==> config.mk <==
export PLATFORM = sky130hd
export DESIGN_NAME = bms_note_mem
export DESIGN_NICKNAME = d
export VERILOG_FILES = /design/src/sv/bms_pkg.sv /design/src/sv/bms_note_mem.sv
export SDC_FILE = /design/constraint.sdc
export NUM_CORES = 2
export LEC_CHECK = 0
export ABC_AREA = 1
export BUFFER_PORTS_ARGS = -buffer_cell sky130_fd_sc_hd__buf_2
export CAP_MARGIN = 40
export CELL_PAD_IN_SITES_DETAIL_PLACEMENT = 1
export CELL_PAD_IN_SITES_GLOBAL_PLACEMENT = 1
export CORE_UTILIZATION = 35
export CTS_BUF_LIST = sky130_fd_sc_hd__clkbuf_4 sky130_fd_sc_hd__clkbuf_8 sky130_fd_sc_hd__clkbuf_16
export DETAILED_ROUTE_END_ITERATION = 12
export GPL_TIMING_DRIVEN = 1
export PLACE_DENSITY = 0.65
export SKIP_LAST_GASP = 1
export SLEW_MARGIN = 10
export SYNTH_ARGS = -nofsm -noshare
export SYNTH_HDL_FRONTEND = slang
export SYNTH_SLANG_ARGS = --single-unit
==> constraint.sdc <==
create_clock -name clock -period 2.6 [get_ports clock]
set_input_delay 0.13 -clock clock [delete_from_list [all_inputs] [get_ports clock]]
set_output_delay 0.13 -clock clock [all_outputs]
set_load 0.02 [all_outputs]
==> src/sv/bms_pkg.sv <==
package bms_pkg;

   // note memory geometry: tone bytes sit at even, duration bytes at odd addresses
   localparam int NOTE_DEPTH = 256;
   localparam int NOTE_AW    = $clog2(NOTE_DEPTH);
   localparam int NOTE_IW    = NOTE_AW - 1;
   localparam int NOTE_HALF  = NOTE_DEPTH / 2;

   localparam int TONE_COUNT = 43;

   localparam logic [4:0] ALERT_SILENT = 5'd10;
   localparam logic [4:0] ALERT_AGAIN  = 5'd20;
   localparam logic [4:0] ALERT_END    = 5'd30;
   localparam logic [5:0] BINGO_SECOND = 6'd6;
   localparam logic [5:0] BINGO_END    = 6'd36;

   localparam logic [15:0] RESET_PERIOD = 16'd11059;
   localparam logic [14:0] RESET_HIGH   = 15'd5529;

   typedef enum logic [2:0] {
      FN_TICK  = 3'd0,
      FN_LOAD  = 3'd1,
      FN_PLAY  = 3'd2,
      FN_STOP  = 3'd3,
      FN_ALERT = 3'd4,
      FN_BINGO = 3'd5
   } func_type;

   typedef enum logic [2:0] {
      CSR_MUTE_TONE   = 3'd0,
      CSR_FINISH_CODE = 3'd1,
      CSR_ALERT_TONE  = 3'd2,
      CSR_BINGO_FIRST = 3'd3,
      CSR_BINGO_SECND = 3'd4
   } csr_type;

   typedef struct packed {
      logic [15:0] period;
      logic [14:0] high;
      logic        enable;
   } tone_type;

   typedef struct packed {
      logic               en;
      logic [NOTE_AW-1:0] addr;
      logic [7:0]         data;
   } note_wr_type;

   typedef struct packed {
      logic [7:0] tone;
      logic [7:0] dur;
   } note_rd_type;

   function automatic logic [15:0] tone_period(input logic [7:0] idx);
      logic [15:0] p;
      case (idx)
         8'd0:  p = 16'd21145;
         8'd1:  p = 16'd19962;
         8'd2:  p = 16'd18840;
         8'd3:  p = 16'd17780;
         8'd4:  p = 16'd16781;
         8'd5:  p = 16'd15844;
         8'd6:  p = 16'd14945;
         8'd7:  p = 16'd14106;
         8'd8:  p = 16'd13308;
         8'd9:  p = 16'd12567;
         8'd10: p = 16'd11866;
         8'd11: p = 16'd11193;
         8'd12: p = 16'd42210;
         8'd13: p = 16'd39924;
         8'd14: p = 16'd37616;
         8'd15: p = 16'd35559;
         8'd16: p = 16'd33512;
         8'd17: p = 16'd31688;
         8'd18: p = 16'd29889;
         8'd19: p = 16'd28212;
         8'd20: p = 16'd26648;
         8'd21: p = 16'd25134;
         8'd22: p = 16'd23732;
         8'd23: p = 16'd22387;
         8'd24: p = 16'd10573;
         8'd25: p = 16'd9972;
         8'd26: p = 16'd9412;
         8'd27: p = 16'd8883;
         8'd28: p = 16'd8391;
         8'd29: p = 16'd7916;
         8'd30: p = 16'd7472;
         8'd31: p = 16'd7053;
         8'd32: p = 16'd6658;
         8'd33: p = 16'd6284;
         8'd34: p = 16'd5930;
         8'd35: p = 16'd5597;
         8'd41: p = 16'd11059;
         8'd42: p = 16'd65534;
         default: p = 16'd0;
      endcase
      return p;
   endfunction

   function automatic tone_type tone_set(input logic [7:0] idx, input logic [7:0] mute);
      tone_type t;
      t.period = tone_period(idx);
      t.high   = t.period[15:1];
      t.enable = (idx != mute);
      return t;
   endfunction

endpackage

==> src/sv/bms_note_mem.sv <==
module bms_note_mem
   import bms_pkg::*;
(
   input  logic               clock,
   input  note_wr_type        wr,
   input  logic [NOTE_IW-1:0] rd_index,
   output note_rd_type        rd
);

   logic [7:0] even_bank [NOTE_HALF];
   logic [7:0] odd_bank  [NOTE_HALF];

   logic [NOTE_IW-1:0] wr_index;
   logic               wr_even;
   logic               wr_odd;

   assign wr_index = wr.addr[NOTE_AW-1:1];
   assign wr_even  = wr.en && !wr.addr[0];
   assign wr_odd   = wr.en &&  wr.addr[0];

   always_ff @(posedge clock) begin
      if (wr_even) begin
         even_bank[wr_index] <= wr.data;
      end
      if (wr_odd) begin
         odd_bank[wr_index] <= wr.data;
      end
   end

   // registered read, a same-cycle write to the read row is passed through
   always_ff @(posedge clock) begin
      if (wr_even && (wr_index == rd_index)) begin
         rd.tone <= wr.data;
      end else begin
         rd.tone <= even_bank[rd_index];
      end
      if (wr_odd && (wr_index == rd_index)) begin
         rd.dur <= wr.data;
      end else begin
         rd.dur <= odd_bank[rd_index];
      end
   end

endmodule

==> results.md <==
* Crit path kind: flop to primary output
* Max_slew headroom at 0.415
* Syn Nets at a little over 7000
* VDD IR max at ~600 uV
* Post-Place Worst Slack at -0.372 ns
* Post-synthesis cell count at around 7000
* Placed insts at 10438
* Largest net degree at the start of global routing at 88
* Clock root buffer: clkbuf_16
* Num CTS Buffers at between 200 and 250
* Worst-path clk slew at around 0.06 ns
* Final WL at around 280000 um
* Ys Warns at 0
* DR DRC count at 4
* Share of layout cells above drive strength 1 at 0.213
* Sequential element share of the synthesized area at 0.737
* Critical path's largest stage delay at between 0.3 and 0.4 ns
* Sequential power share at 0.498
* TritonCTS clock tree: yes
* Static Leak at around 38 nW
* Area of the die at approximately 0.24 sq mm
* Power Density at ~700 mW/mm^2
* Critical Path Source Type: flop
* TritonRoute pass-1 iters at 11
* Layout filler cell count at roughly 25000
* Crit. End Element: primary output
* Multi-input gate area at around 0.022 sq mm
* Worst-Margin Slew at a little under 0.9 ns
* Maximum clock path buffer count at 3
* Area grow syn2layout at 25.3%
* Core box area at between 0.2 and 0.25 sq mm
* Mapped Area at approximately 0.084 sq mm
* Gp weighted congestion at about 0.84
* GRT Util Overall at 0.229
* WHS Path Cells at 4
* P_int at 55.6 mW
* Critical Path RT at ~2.5 ns
* Post-DP HPWL at about 170000 um
* Combinational group share of total power at 0.086
* First-pass GRT wire length at a little over 400000 um
* Fin crit share at 1.28
* Final hold vios at 0
* Synth unique cells at 16
* Initial core utilization at 0.352
* CTS sink cnt at 2055
* Via count at roughly 59000
* CP bufs+invs at 7
* Worst-path fanout max at 11
* Failing checks: DRC, setup timing
* Final worst hold slack at roughly 0.068 ns
* Critical path arrival at about 3.2 ns
* Vias in the first global route at 61481
* Row cnt at 179
* Register area at ~0.062 sq mm
* Htree depth at 4
* Final WS setup at -0.734 ns
* Ports at approximately 40
* Fin cells at between 10000 and 15000
* WP depth at 15
* Top Family by Delay on Critical Path: buffers and inverters
* Layout Nets at ~7600
* Worst-path cell chain: buf_12, clkinv_16, buf_16, buf_12, buf_4, nand2_1, nand3_1, nand3_1, nand3_4, nand3_4, nand3_2, nand3_2, buf_6, nand2_2, buf_4
* Sw Pwr at ~18 mW
* Max_cap viols at 0
* Setup TNS at -10.99 ns
* DRT iter0 DRCs at 5340
* Post-layout minimum cycle time at 3.33 ns
* Clock group share of total power at 0.416
* Mapped Avg Cell Area at about 12 sq um
* Fmax at 300 MHz
* Routed vias/inst at between 5 and 6
* Final setup fails at 16
* Initial antenna violation count at 11
* RSZ-0062 raised after global routing: true
* Final Slew Violations at 0
* Core Util, Final at 0.441
* Number of nets with antenna violations after routing at 0
* Slowest CP cell: dfxtp_4
* Overflow after GRT at 0
* Vert. Die Dim at between 400 and 500 um
* Net Sw Frac at 0.242
* Worst Hold Class: input port to flop
* Routed wire per std cell at between 20 and 30 um
* #FFs+latches synth at just over 2000
* PortBufs at 40
* Status: finished, violations left
* Die extent in x at ~490 um
-- metal layers --
metal | part of all wire | GRT usage | up-vias
met5 | 0.00016 | 0 | -
met4 | 0.032 | 0.0753 | 8
met3 | 0.059 | 0.0285 | 437
met2 | 0.49 | 0.391 | 1945
met1 | 0.41 | 0.301 | 30738
li1 | - | - | 26277
-- sequential cells by signal, indices dropped and copies added, names as in the netlist, named ones only --
register   cells
even_bank   1024
odd_bank    1024
-- power by group through the flow --
stage | registers (mW) | clock network (mW) | logic, mW
finish | 36.5 | 30.5 | 6.32
global route | 36.5 | 32.0 | 6.67
CTS | 36.5 | 30.9 | 5.79
detailed placement | 37.2 | 0 | 5.14
global placement | 37.2 | 0 | 5.04
floorplan | 37.2 | 0 | 2.34
-- worst paths after layout --
| kind | endpoint | from | slack [ns] |
|---|---|---|---|
| min | odd_bank[66][4] | wr[8] | 0.07 |
| max | rd[14] | flop | -0.73 |
-- synthesized netlist by cell type --
cell | instances | area share
buf_2 | 286 | 0.017
inv_1 | 23 | 0.0010
nand3_1 | 2018 | 0.12
inv_4 | 1 | 0.000075
nor3_4 | 4 | 0.00078
clkbuf_1 | 98 | 0.0044
edfxtp_1 | 2048 | 0.73
nor2_1 | 194 | 0.0087
inv_2 | 7 | 0.00031
nor3_1 | 84 | 0.0050
buf_8 | 2 | 0.00036
buf_4 | 19 | 0.0017
buf_1 | 50 | 0.0022
dfxtp_1 | 7 | 0.0017
buf_6 | 32 | 0.0043
nand2_1 | 2158 | 0.097
-- cells by family after synthesis --
family                 synth area share
AND/OR/NAND/NOR                   0.232
buffers and inverters            0.0315
flip-flops                        0.737
-- cell usage in the layout, fill, tap and decap left out, drive strengths merged --
master,count
buf,804
bufbuf,10
bufinv,10
clkbuf,288
clkinv,114
clkinvlp,5
dfxtp,7
diode,5
dlygate4sd3,26
edfxtp,2048
inv,35
nand2,2158
nand3,2018
nor2,194
nor3,88
-- stage by stage --
| stage | cell area, sq um | total power [mW] |
|---|---|---|
| floorplan | 83700 | 39.6 |
| global route | 105000 | 75.2 |
| CTS | 102000 | 73.2 |
| global placement | 92100 | 42.3 |
| finish | 105000 | 73.4 |
| detailed placement | 92200 | 42.4 |
-- area by class of cell --
type / count / area share
timing repair inverter: 2 / 0.000310
clock inverter: 131 / 0.0109
multi-input combinational: 4458 / 0.213
tap: 3167 / 0.0378
antenna: 5 / 0.000119
clock buffer: 274 / 0.0559
timing repair buffer: 854 / 0.0928
sequential: 2055 / 0.588
inverter: 31 / 0.00161
-- what timing repair did --
item,in CTS,in global routing
pin swaps,27,139
hold endpoints to repair,1520,0
buffers inserted,41,21
gates resized for setup,304,446
cloned,32,14
setup endpoints to repair,16,16
hold buffers,26,0
Note: power is estimated with default switching activity, not from simulation.
